--- src/sv/rbd_pkg.sv ---
package rbd_pkg;

	localparam int DEPTH  = 1024;
	localparam int ADDR_W = (DEPTH > 1) ? $clog2(DEPTH) : 1;
	localparam int CNT_W  = $clog2(DEPTH + 1);
	localparam int DATA_W = 32;
	localparam int KIND_W = 3;
	localparam int STAT_W = 2;
	// popped_value and occupancy, padded to whole bytes
	localparam int OUT_W  = ((DATA_W + CNT_W + 7) / 8) * 8;

	localparam logic [ADDR_W-1:0] LAST_ADDR = ADDR_W'(DEPTH - 1);
	localparam logic [CNT_W-1:0]  FULL_CNT  = CNT_W'(DEPTH);

	typedef enum logic [KIND_W-1:0] {
		KIND_PUT_BACK   = 3'd0,
		KIND_PUSH_FRONT = 3'd1,
		KIND_TAKE_FRONT = 3'd2,
		KIND_POP_BACK   = 3'd3,
		KIND_SWAP       = 3'd4
	} kind_t;

	typedef enum logic [STAT_W-1:0] {
		STAT_OK    = 2'd0,
		STAT_FULL  = 2'd1,
		STAT_EMPTY = 2'd2,
		STAT_FEW   = 2'd3
	} status_t;

	typedef struct packed {
		logic              en;
		logic              we;
		logic [ADDR_W-1:0] addr;
		logic [DATA_W-1:0] wdata;
	} ram_req_t;

	typedef struct packed {
		logic                     valid;
		logic signed [DATA_W-1:0] popped;
		status_t                  status;
		logic [CNT_W-1:0]         occupancy;
	} result_t;

	function automatic logic [ADDR_W-1:0] ptr_inc(input logic [ADDR_W-1:0] p);
		return (p == LAST_ADDR) ? '0 : p + 1'b1;
	endfunction

	function automatic logic [ADDR_W-1:0] ptr_dec(input logic [ADDR_W-1:0] p);
		return (p == '0) ? LAST_ADDR : p - 1'b1;
	endfunction

endpackage

--- src/sv/rbd_ctrl.sv ---
module rbd_ctrl (
	input  logic                              clk,
	input  logic                              arst_n,
	input  logic                              in_valid,
	input  logic                              out_free,
	input  rbd_pkg::kind_t                    kind,
	input  logic signed [rbd_pkg::DATA_W-1:0] value,
	input  logic [rbd_pkg::DATA_W-1:0]        rdata,
	output logic                              in_ready,
	output rbd_pkg::ram_req_t                 ram_req,
	output rbd_pkg::result_t                  res
);

	typedef enum logic [4:0] {
		ST_IDLE    = 5'b00001,
		ST_POP_RD  = 5'b00010,
		ST_SWAP_RB = 5'b00100,
		ST_SWAP_WA = 5'b01000,
		ST_SWAP_WB = 5'b10000
	} state_t;

	state_t                         state_q, state_d;
	logic [rbd_pkg::ADDR_W-1:0]     front_q, front_d;
	logic [rbd_pkg::ADDR_W-1:0]     back_q, back_d;
	logic [rbd_pkg::CNT_W-1:0]      count_q, count_d;
	logic [rbd_pkg::DATA_W-1:0]     a_q;
	logic                           fire;
	logic                           full, empty, few;
	logic [rbd_pkg::ADDR_W-1:0]     front_next;

	assign in_ready   = (state_q == ST_IDLE) && out_free;
	assign fire       = in_valid && in_ready;
	assign full       = (count_q == rbd_pkg::FULL_CNT);
	assign empty      = (count_q == '0);
	assign few        = (count_q < rbd_pkg::CNT_W'(2));
	assign front_next = rbd_pkg::ptr_inc(front_q);

	always_comb begin
		state_d = state_q;
		front_d = front_q;
		back_d  = back_q;
		count_d = count_q;
		ram_req = '0;
		res     = '0;
		res.status = rbd_pkg::STAT_OK;
		case (state_q)
			ST_IDLE: begin
				if (fire) begin
					res.valid = 1'b1;
					case (kind)
						rbd_pkg::KIND_PUT_BACK: begin
							if (full) begin
								res.status = rbd_pkg::STAT_FULL;
							end else begin
								ram_req = '{en: 1'b1, we: 1'b1, addr: back_q, wdata: value};
								back_d  = rbd_pkg::ptr_inc(back_q);
								count_d = count_q + 1'b1;
							end
						end
						rbd_pkg::KIND_PUSH_FRONT: begin
							if (full) begin
								res.status = rbd_pkg::STAT_FULL;
							end else begin
								front_d = rbd_pkg::ptr_dec(front_q);
								ram_req = '{en: 1'b1, we: 1'b1, addr: front_d, wdata: value};
								count_d = count_q + 1'b1;
							end
						end
						rbd_pkg::KIND_TAKE_FRONT: begin
							if (empty) begin
								res.status = rbd_pkg::STAT_EMPTY;
							end else begin
								ram_req.en   = 1'b1;
								ram_req.addr = front_q;
								front_d      = front_next;
								count_d      = count_q - 1'b1;
								res.valid    = 1'b0;
								state_d      = ST_POP_RD;
							end
						end
						rbd_pkg::KIND_POP_BACK: begin
							if (empty) begin
								res.status = rbd_pkg::STAT_EMPTY;
							end else begin
								back_d       = rbd_pkg::ptr_dec(back_q);
								ram_req.en   = 1'b1;
								ram_req.addr = back_d;
								count_d      = count_q - 1'b1;
								res.valid    = 1'b0;
								state_d      = ST_POP_RD;
							end
						end
						rbd_pkg::KIND_SWAP: begin
							if (few) begin
								res.status = rbd_pkg::STAT_FEW;
							end else begin
								ram_req.en   = 1'b1;
								ram_req.addr = front_q;
								res.valid    = 1'b0;
								state_d      = ST_SWAP_RB;
							end
						end
						default: begin
						end
					endcase
					res.occupancy = count_d;
				end
			end
			ST_POP_RD: begin
				// pointers and count already moved at accept
				res.valid     = 1'b1;
				res.popped    = rdata;
				res.occupancy = count_q;
				state_d       = ST_IDLE;
			end
			ST_SWAP_RB: begin
				ram_req.en   = 1'b1;
				ram_req.addr = front_next;
				state_d      = ST_SWAP_WA;
			end
			ST_SWAP_WA: begin
				// second entry arrives now, goes straight to the front slot
				ram_req = '{en: 1'b1, we: 1'b1, addr: front_q, wdata: rdata};
				state_d = ST_SWAP_WB;
			end
			ST_SWAP_WB: begin
				ram_req       = '{en: 1'b1, we: 1'b1, addr: front_next, wdata: a_q};
				res.valid     = 1'b1;
				res.occupancy = count_q;
				state_d       = ST_IDLE;
			end
			default: begin
				state_d = ST_IDLE;
			end
		endcase
	end

	always_ff @(posedge clk or negedge arst_n) begin
		if (!arst_n) begin
			state_q <= ST_IDLE;
			front_q <= '0;
			back_q  <= '0;
			count_q <= '0;
		end else begin
			state_q <= state_d;
			front_q <= front_d;
			back_q  <= back_d;
			count_q <= count_d;
		end
	end

	// hold the front word while the second one is read
	always_ff @(posedge clk) begin
		if (state_q == ST_SWAP_RB) begin
			a_q <= rdata;
		end
	end

endmodule

--- config.mk ---
export PLATFORM = sky130hd
export DESIGN_NAME = rbd_ctrl
export DESIGN_NICKNAME = d
export VERILOG_FILES = /design/src/sv/rbd_pkg.sv /design/src/sv/rbd_ctrl.sv
export SDC_FILE = /design/constraint.sdc
export NUM_CORES = 1
export LEC_CHECK = 0
export BUFFER_PORTS_ARGS = -buffer_cell sky130_fd_sc_hd__buf_2
export CORE_UTILIZATION = 49
export DETAILED_ROUTE_END_ITERATION = 12
export PLACE_DENSITY = 0.72
export SYNTH_ARGS = -nofsm -noshare
export SYNTH_HDL_FRONTEND = slang
export SYNTH_SLANG_ARGS = --single-unit
export TNS_END_PERCENT = 1
--- constraint.sdc ---
create_clock -name clk -period 7.7 [get_ports clk]
set_input_delay 0.77 -clock clk [delete_from_list [all_inputs] [get_ports clk]]
set_output_delay 0.77 -clock clk [all_outputs]
set_load 0.02 [all_outputs]
# Word level (Yosys, flattened, before mapping)
# Cells that the tools add are included.
dict set report word_totals {
  wordCells 97
  out_inout_bits 91
  input_bits 71
  reg_bits 68
}
dict set report classes {
  n_addsub 6
  mux 47
  reduce_logical 18
  order_cmp 1
  eq_ne 20
}
# op n
set op_table {}
lappend op_table {{44-bit two-way mux} 3}
lappend op_table {{10-bit two-way mux} 11}
lappend op_table {{32-bit one-hot mux with 3 select lines} 1}
lappend op_table {{32-bit one-hot mux with 2 select lines} 1}
lappend op_table {{10-bit one-hot mux with 5 select lines} 1}
lappend op_table {{11-bit one-hot mux with 2 select lines} 2}
lappend op_table {{10-bit one-hot mux with 2 select lines} 2}
lappend op_table {{32-bit two-way mux} 1}
lappend op_table {{10-bit one-hot mux with 3 select lines} 1}
lappend op_table {{11-bit two-way mux} 2}
lappend op_table {{10-bit by 1-bit adder with 10-bit output (second input constant)} 2}
lappend op_table {{10-bit equality test (second input constant)} 2}
lappend op_table {{10-bit zero test} 2}
lappend op_table {{10-bit by 1-bit subtractor with 10-bit output (second input constant)} 2}
lappend op_table {{5-bit two-way mux} 3}
lappend op_table {{5-bit one-hot mux with 3 select lines} 1}
lappend op_table {{13-bit two-way mux} 1}
lappend op_table {{11-bit by 1-bit adder with 11-bit output (second input constant)} 1}
lappend op_table {{11-bit equality test (second input constant)} 1}
lappend op_table {{11-bit zero test} 1}
lappend op_table {{11-bit by 2-bit < comparator with 1-bit output (second input constant)} 1}
lappend op_table {{11-bit by 1-bit subtractor with 11-bit output (second input constant)} 1}
lappend op_table {{2-bit != test (second input constant)} 5}
lappend op_table {{1-bit one-hot mux with 2 select lines} 5}
lappend op_table {{other kinds (23)} 39}

# Depth between registers and ports, before layout
# Gate-level depths: netlist of run 1.
dict set report logic_depth {
  ltp_word 6
  mapped_depth 10
  mapped_depth_nobuf 7
}

# Least setup slack after synthesis of run 1
# Ideal clock, no wire load.
dict set report synth_timing {
  kind {register to register}
  start {register state_q[0]}
  end {register a_q[0] (netlist name) (enable)}
  period_less_slack_ns 4.208
  arrival_time_ns 3.706
  slack_ns 3.492
  stages_incl_launch_ff 3
  path_buffers 1
  setup_time_ns 0.502
  required_ns 7.198
  path_cell_list {dfstp_2 -> clkbuf_1 -> nor4_1}
}
dict set report synth_via {
  elab_chain_len 1
}
# item line_no
set synth_rtl {}
lappend synth_rtl {{start, declared} rbd_ctrl.sv:22} ;# state_t state_q, state_d;
lappend synth_rtl {{start signal, assigned} rbd_ctrl.sv:145} ;# state_q <= state_d;
lappend synth_rtl {{5-bit by 3-bit equality test with 1-bit output} rbd_ctrl.sv:154} ;# if (state_q == ST_SWAP_RB) begin
lappend synth_rtl {{end signal, assigned} rbd_ctrl.sv:155} ;# a_q <= rdata;
lappend synth_rtl {{end, declared} rbd_ctrl.sv:26} ;# logic [rbd_pkg::DATA_W-1:0] a_q;
# No other way between the ends.
# A chain may end at the register's enable or synchronous reset.

==> results.txt, run 1 <==
H-tree depth = 3
Io pins = 162
First drt pass iteration count = 10
Antenna violations before repair = 0
Post-synth EDFFs = 32
Synth area leader = edfxtp_1
Layout cell share with drive strength beyond 1 = 26.6%
Worst flop-to-flop path endpoint = front_q[7]
Setup WS post-layout = 3270 ps
Cells after synthesis = 674
Clock Pin Slew Worst Setup and Hold Paths = 60 ps
Cell Rows = 38
Number of diodes = 0
HP Class = primary input to async pin
DR top layer = met4
Setup crit end kind = primary output
Die Height = 108 um
Status = finished, final reports clean
P_leak = 0.00310 uW
Layout area overhead = 19.7%
Met3 wire length = 1.42 mm
RSZ-0062 raised after global routing = false
Post CTS Setup Buffer Count = 0
Setup_tns = 0 ps
Final setup viols = 0
Async SR Flop Fraction = 52.9%
Hold Vio Cnt, Final = 0
Slew @ Worst Pin = 1260 ps
Worst R2R Path Depth = 7
Synthesized area per cell = 8.24 sq um
Fillers = 997
Sequential share of the synthesized area = 33.6%
CTS tree = built
Worst-path fanout max = 27
Max Slew Vio Count = 0
Crit path arrival time = 3660 ps
Clock Path Buffers = 2
Clock Power Share = 25.1%
Pint = 968 uW
Mapped Area = 0.00555 sq mm
Final core occ = 60.8%
CTS buffer count = 9
Die W = 108 um
Critical Path Start = state_q[1]
Cts hold-fix bufs = 0
Max Freq = 226 MHz
Post-synth top area share = 17.3%
WL met2 = 8.13 mm
Crit Path Category = flip-flop to primary output
Final period util = 57.5%
Routability cong. = 0.910
Commonest non-fill, non-tap cell in the layout = buf_2
Total track usage = 28.8%
Most area-consuming cells after synthesis = edfxtp_1 (17%), dfrtp_1 (16%), a222oi_1 (5.8%), and2_1 (4.5%), clkbuf_1 (3.9%)
Final nets = 866
M1 WL = 7.32 mm
Sw frac = 43.6%
Rel. slew slack = 16.1%
DR WL/cell = 18.3 um
Routed vias/inst = 6.42
Synth Register Bits = 68
Max cap viols = 0
Die area = 0.0118 sq mm
Via count = 5993
Setup slack at placement = 3730 ps
Maximum vdd drop = 0.000165 V
Psw = 747 uW
Sequential cell area = 0.00186 sq mm
Global-route wire length before repair = 26.6 mm
Worst-case clock skew = 6.64 ps
Largest net degree at the start of global routing = 37
Skew-Pair Late Insertion Delay = 340 ps
Vias in the first global route = 5179
Clock root cell = clkbuf_16
CP required = 6930 ps
Cts repair resizes = 0
Antenna viol nets, final = 0
Core area = 0.0109 sq mm
I/O Buffers = 161
Combinational share of power = 38.8%
Sequential power share = 36.1%
Hpwl dp = 12.2 mm
Synth Net Count = 752
Num Clock Sinks = 68
Leading cell types in the layout, fill and taps excluded = buf_2 (161), inv_1 (48), nor2_1 (43)
Worst reg2reg startpoint = count_q[1]
CP endpoint = ram_req[3]
Initial Util = 50.8%
PwrDens = 258 mW/mm^2
Synth cell types = 75
Final wirelength = 17.1 mm
Drt drc = 0
Startpoint Class = flip-flop
Reg2reg setup slack = 4540 ps
Footprint of the multi-input gates = 0.00326 sq mm
Iter 0 DRT Violations = 680
Fin crit period = 4430 ps
Most used DFF post-synth = dfrtp_1
Total power = 1710 uW
Grt total ovfl = 0
Yosys warns = 0
## power by group through the flow
stage / clock network (uW) / registers, uW / logic [uW]
6_report: 431 / 619 / 665
5_1_grt: 452 / 636 / 734
4_1_cts: 438 / 612 / 656
3_5_place_dp: 0 / 618 / 652
3_3_place_gp: 0 / 615 / 639
2_1_floorplan: 0 / 494 / 602
## kinds of logic after synthesis
| family | count (synthesis) | synth area share [%] |
|---|---|---|
| AO/OA/AOI/OAI | 217 | 28.5 |
| XOR/XNOR | 18 | 2.84 |
| adder cells (fa/ha/maj) | 7 | 1.58 |
| buffers and inverters | 113 | 7.96 |
| flip-flops | 68 | 33.6 |
| multiplexers | 1 | 0.203 |
| AND/OR/NAND/NOR | 250 | 25.4 |
## layout make-up
class	count	share of cell area (%)
Clock inverter	7	1.22
Clock buffer	9	3.39
Sequential cell	68	28.0
Inverter	48	2.71
Multi-Input combinational cell	493	49.1
Tap cell	140	2.64
Timing Repair Buffer	168	12.9
## cells in the mapped netlist, types with 3 or more instances
cell and n:
o211ai_1 9, ha_1 7, nor3b_1 3, o31a_1 4, nand4_1 8, nor2_1 44, or4_1 9, edfxtp_1 32
o21a_1 6, or2_2 5, nand2_1 26, o22ai_1 7, nor2b_1 4, a21oi_1 29, o21ai_1 10, nand3_1 21
nor3_1 28, a2bb2oi_1 8, or3_1 8, a211o_1 4, o31ai_1 12, and3_1 13, or3b_2 5, nand2b_1 7
inv_1 48, o32a_1 3, xor2_1 10, nor4_1 15, o21ai_0 41, and2_1 40, buf_1 3, a31o_2 3
a222oi_1 32, o311ai_0 3, xnor2_1 8, clkbuf_1 58, dfrtp_1 35, a31oi_1 17
## per-layer routing
metal / vias up / global-route usage (%)
met5: - / 0
met4: 0 / 9.07
met3: 19 / 4.40
met2: 302 / 47.5
met1: 2865 / 38.8
li1: 2807 / -
## worst max-delay path, cell delays in order, from the launching register on
cell,delay (ps)
dfrtp_1,470
nor4_1,610
nand4_1,770
nor2_2,600
buf_4,390
a222oi_1,150
inv_1,150
buf_2,170
## through the flow
step,std cells,area [sq um],hold slack [ps]
after CTS,933,6650,556
after floorplan,674,5550,474
after detailed placement,917,6340,545
after global routing,933,6650,601
final,933,6650,533
after global placement,917,6340,552
## worst min path at each step
stage / startpoint / end / slack, ps / cells after the start
after detailed placement: back_q[8] / back_q[8] / 550 / 1
after global placement: back_q[8] / back_q[8] / 550 / 1
final: arst_n / front_q[9] / 530 / 1
after CTS: back_q[8] / back_q[8] / 560 / 1
after global routing: back_q[8] / back_q[8] / 600 / 1
after floorplan: arst_n / back_q[0] / 470 / 0
## registers in the layout (all words and copies together) (netlist names)
signal	cells
count_q	11
a_q	32
state_q	5
back_q	10
front_q	10
(Power assumes the default switching activity.)
==> inputs of run 2 (changes only) <==
--- a/config.mk
+++ b/config.mk
@@ -6,9 +6,9 @@
 export NUM_CORES = 1
 export LEC_CHECK = 0
 export BUFFER_PORTS_ARGS = -buffer_cell sky130_fd_sc_hd__buf_2
-export CORE_UTILIZATION = 49
+export CORE_UTILIZATION = 48
 export DETAILED_ROUTE_END_ITERATION = 12
-export PLACE_DENSITY = 0.72
+export PLACE_DENSITY = 0.74
 export SYNTH_ARGS = -nofsm -noshare
 export SYNTH_HDL_FRONTEND = slang
 export SYNTH_SLANG_ARGS = --single-unit
==> constraint.sdc (replaced) <==
create_clock -name clk -period 3.6 [get_ports clk]
set_input_delay 0.36 -clock clk [delete_from_list [all_inputs] [get_ports clk]]
set_output_delay 0.36 -clock clk [all_outputs]
set_load 0.02 [all_outputs]
==> results.txt, run 2 (same netlist as run 1, synthesis figures left out) <==
Max cap viols = 0 (unchanged)
Fin crit period = 3460 ps
Hold Vio Cnt, Final = 0 (unchanged)
Status = finished, final reports clean
Final core occ = 61.2% (+0.39 points)
Skew-Pair Late Insertion Delay = 340 ps (about the same)
Initial Util = 50.3% (-0.44 points)
Rel. slew slack = 26.9% (+11 points)
Final period util = 96.2%
CTS buffer count = 9 (unchanged)
Final setup viols = 0 (unchanged)
Vias in the first global route = 5524 (+6.7%)
Crit path arrival time = 3100 ps (-560 ps)
RSZ-0062 raised after global routing = false
First drt pass iteration count = 7 (-3)
P_leak = 0.00316 uW (+2.0%)
Biggest regs = a_q: 32 flops, count_q: 11 flops
Leading cell types in the layout, fill and taps excluded = buf_2 (161), inv_1 (48), nor2_1 (43)
Clock Path Buffers = 2 (unchanged)
Largest reg by FF count = a_q
Worst-path fanout max = 11 (-59%)
Cell Rows = 38 (unchanged)
Hpwl dp = 13.2 mm (+7.8%)
PwrDens = 554 mW/mm^2 (+110%)
Die W = 110 um (+1.0%)
Routed vias/inst = 6.43 (about the same)
Worst-case clock skew = 6.14 ps (-0.501 ps)
Max FFs per register = 32 (unchanged)
Cts repair resizes = 0 (unchanged)
Fillers = 988 (-0.90%)
Commonest non-fill, non-tap cell in the layout = buf_2
Antenna violations before repair = 0 (unchanged)
Global-route wire length before repair = 28.1 mm (+5.9%)
DR WL/cell = 19.2 um (+4.5%)
Crit Path Category = flip-flop to primary output
Die Height = 110 um (+1.0%)
Post CTS Setup Buffer Count = 0 (unchanged)
Layout area overhead = 21.5%
Drt drc = 0 (unchanged)
Setup crit end kind = primary output
Grt total ovfl = 0 (unchanged)
HP Class = primary input to async pin
Maximum vdd drop = 0.000296 V (+80%)
CP required = 3240 ps (-3690 ps)
Routability cong. = 0.979 (+7.6%)
Total track usage = 30.5% (+1.7 points)
Startpoint Class = flip-flop
Max Slew Vio Count = 0 (unchanged)
Final wirelength = 18.1 mm (+6.0%)
Layout cell share with drive strength beyond 1 = 27.7% (+1.1 points)
Slew @ Worst Pin = 1090 ps (-170 ps)
H-tree depth = 3 (unchanged)
I/O Buffers = 161 (unchanged)
Io pins = 162 (unchanged)
Clock root cell = clkbuf_16
Max Freq = 289 MHz
Setup_tns = 0 ps (unchanged)
Antenna viol nets, final = 0 (unchanged)
Num Clock Sinks = 68 (unchanged)
Iter 0 DRT Violations = 716 (+5.3%)
CTS tree = built
Largest net degree at the start of global routing = 37 (unchanged)
Core area = 0.0110 sq mm (+0.87%)
Via count = 6080 (+1.5%)
Die area = 0.0120 sq mm (+2.0%)
Final nets = 879 (+1.5%)
Number of diodes = 0 (unchanged)
Clock Pin Slew Worst Setup and Hold Paths = 60 ps (about the same)
Cts hold-fix bufs = 0 (unchanged)
run 2: metal layers:
| layer | routed length [um] | part of all wire (%) | GRT usage, % | vias up |
|---|---|---|---|---|
| met5 | 0 | 0 | 0 | - |
| met4 | 452 | 2.5 | 12.7 | 0 |
| met3 | 1430 | 7.9 | 4.15 | 41 |
| met2 | 8760 | 48 | 50.5 | 346 |
| met1 | 7490 | 41 | 40.1 | 2866 |
| li1 | - | - | - | 2827 |
run 2: worst paths after layout:
path / start / endpoint / slack [ps] / cells after the start
setup reg to reg: state_q[1] / front_q[6] / 750 / 6
min in group clk: rdata[15] / a_q[15] / 220 / 1
hold reg to reg: count_q[6] / count_q[6] / 590 / 1
max in group asynchronous: arst_n / state_q[3] / 2910 / 1
setup / recovery: back_q[0] / ram_req[40] / 140 / 8
hold / removal: arst_n / back_q[7] / 140 / 1
run 2: worst max-delay path: stages, from the launching register on:
cell,delay (ps)
dfrtp_1,510
inv_1,110
ha_1,270
or4b_2,700
nor4_1,400
o22ai_1,120
a221oi_1,290
o22ai_1,160
buf_2,190
run 2: area by class of cell:
cell class,instances,area [sq um],area share [%]
multi-input cells,493,3270,48.5
clock inverters,7,76.3,1.13
clock buffers,9,225,3.34
inverters,48,180,2.67
repair buffers,181,956,14.2
well taps,140,175,2.60
flip-flops and latches,68,1860,27.6
run 2: power by group:
| group | total (uW) | internal [uW] | switching, uW |
|---|---|---|---|
| sequential | 1320 | 943 | 380 |
| combinational | 1510 | 614 | 893 |
| clock | 905 | 540 | 365 |
run 2: stage by stage:
step           total power (uW)  hold WS, ps  area [sq um]  setup slack (ps)  cells
6_report                   3730          138          6750               138    946
5_1_grt                    3950          219          6750              21.5    946
4_1_cts                    3710          176          6750               176    946
3_5_place_dp               2800          540          6440               573    930
2_1_floorplan              2340         64.4          5560               737    674
3_3_place_gp               2780          526          6440               529    930
==> inputs of run 3 (changes only) <==
--- a/config.mk
+++ b/config.mk
@@ -6,9 +6,9 @@
 export NUM_CORES = 1
 export LEC_CHECK = 0
 export BUFFER_PORTS_ARGS = -buffer_cell sky130_fd_sc_hd__buf_2
-export CORE_UTILIZATION = 48
+export CORE_UTILIZATION = 49
 export DETAILED_ROUTE_END_ITERATION = 12
-export PLACE_DENSITY = 0.74
+export PLACE_DENSITY = 0.72
 export SYNTH_ARGS = -nofsm -noshare
 export SYNTH_HDL_FRONTEND = slang
 export SYNTH_SLANG_ARGS = --single-unit
==> constraint.sdc (replaced) <==
create_clock -name clk -period 4.35 [get_ports clk]
set_input_delay 0.435 -clock clk [delete_from_list [all_inputs] [get_ports clk]]
set_output_delay 0.435 -clock clk [all_outputs]
set_load 0.02 [all_outputs]
==> results.txt, run 3 (same netlist as run 1, synthesis figures left out) <==
Total track usage = 30.2% (-0.32 points)
Setup crit end kind = primary output
Cell Rows = 38 (unchanged)
Clock Path Buffers = 2 (unchanged)
Layout area overhead = 20.7%
Layout cell share with drive strength beyond 1 = 27.3% (-0.42 points)
Max Freq = 283 MHz
Fillers = 979 (-0.91%)
Final nets = 873 (-0.68%)
Die area = 0.0118 sq mm (-2.0%)
First drt pass iteration count = 10 (+3)
Max cap viols = 0 (unchanged)
Cts hold-fix bufs = 0 (unchanged)
Routed vias/inst = 6.42 (-0.17%)
Largest net degree at the start of global routing = 37 (unchanged)
Footprint of the multi-input gates = 0.00326 sq mm (-0.27%)
Commonest non-fill, non-tap cell in the layout = buf_2
Crit path arrival time = 3100 ps (about the same)
Via count = 6031 (-0.81%)
Antenna viol nets, final = 0 (unchanged)
Grt total ovfl = 0 (unchanged)
CP required = 3910 ps (+670 ps)
Crit Path Category = flip-flop to primary output
Skew-Pair Late Insertion Delay = 340 ps (about the same)
Clock root cell = clkbuf_16
Post CTS Setup Buffer Count = 0 (unchanged)
Initial Util = 50.8% (+0.44 points)
I/O Buffers = 161 (unchanged)
Die Height = 108 um (-1.0%)
P_leak = 0.00313 uW (-0.80%)
CTS buffer count = 9 (unchanged)
Die W = 108 um (-1.0%)
Hold Vio Cnt, Final = 0 (unchanged)
Worst-path fanout max = 36 (+25)
Maximum vdd drop = 0.000258 V (-13%)
Global-route wire length before repair = 27.8 mm (-1.1%)
Number of diodes = 0 (unchanged)
Final setup viols = 0 (unchanged)
Iter 0 DRT Violations = 662 (-7.5%)
Vias in the first global route = 5315 (-3.8%)
Routability cong. = 0.945 (-3.5%)
Status = finished, final reports clean
Cell Area, Placed = 0.00638 sq mm (-0.95%)
Max Slew Vio Count = 0 (unchanged)
Final wirelength = 17.9 mm (-1.5%)
Final period util = 81.4%
Drt drc = 0 (unchanged)
DR WL/cell = 19.0 um (-0.90%)
Antenna violations before repair = 0 (unchanged)
Max FFs per register = 32 (unchanged)
Leading cell types in the layout, fill and taps excluded = buf_2 (161), inv_1 (48), nor2_1 (43)
Fin crit period = 3540 ps
Slew @ Worst Pin = 1350 ps (+257 ps)
Setup_tns = 0 ps (unchanged)
PwrDens = 457 mW/mm^2 (-17%)
Biggest regs = a_q: 32 flops, count_q: 11 flops
Worst-case clock skew = 5.78 ps (-0.359 ps)
HP Class = primary input to async pin
Core area = 0.0109 sq mm (-0.86%)
CTS tree = built
Cts repair resizes = 0 (unchanged)
Rel. slew slack = 10.3% (-17 points)
Largest reg by FF count = a_q
Worst R2R Path Depth = 8 (+2)
RSZ-0062 raised after global routing = false
Final Cell Area = 0.00670 sq mm (-0.69%)
Hpwl dp = 12.7 mm (-3.8%)
Clock Pin Slew Worst Setup and Hold Paths = 60 ps (about the same)
H-tree depth = 3 (unchanged)
Num Clock Sinks = 68 (unchanged)
Io pins = 162 (unchanged)
Startpoint Class = flip-flop
Sequential cell area = 0.00186 sq mm (unchanged)
[run 3: power breakdown]
part / total [uW] / internal (uW) / switching (uW)
clock network: 766 / 454 / 312
logic: 1190 / 485 / 705
registers: 1100 / 780 / 325
[run 3: path summary, 6_finish.rpt]
path	endpoint	slack [ps]	startpoint
min in group clk	a_q[9]	300	rdata[9]
worst max-delay path	ram_req[4]	810	count_q[2]
max in group asynchronous	count_q[5]	3540	arst_n
worst min-delay path	front_q[4]	230	arst_n
worst min register to register	back_q[8]	590	back_q[8]
worst max register to register	count_q[4]	1630	count_q[1]
[run 3: area by class of cell]
cell class	instances	share of cell area, %
multi-input cells	493	48.7
well taps	140	2.61
flip-flops and latches	68	27.8
repair buffers	175	13.6
inverters	48	2.69
clock inverters	7	1.25
clock buffers	9	3.36
[run 3: metal layers]
| layer | vias up | GRT usage, % | part of all wire, % |
|---|---|---|---|
| li1 | 2827 | - | - |
| met1 | 2823 | 40.1 | 41 |
| met2 | 345 | 49.7 | 48 |
| met3 | 36 | 3.98 | 9.0 |
| met4 | 0 | 12.0 | 2.4 |
| met5 | - | 0 | 0 |
[run 3: through the flow]
step / std cells / power [uW] / hold WS, ps / setup slack [ps] / util, %
after detailed placement: 923 / 2270 / 569 / 1210 / 58.4
after CTS: 939 / 3050 / 262 / 848 / 61.2
final: 940 / 3060 / 233 / 810 / 61.3
after floorplan: 674 / 1940 / 139 / 142 / -
after global placement: 923 / 2260 / 555 / 1200 / 58.4
after global routing: 940 / 3240 / 300 / 646 / 61.3
[run 3: worst max-delay path: stages (launching register included)]
cell      delay (ps)
dfrtp_1          530
or4_1            670
o31ai_4          530
nor2_2            40
buf_4            280
a222oi_1         450
inv_1             70
buf_2            170
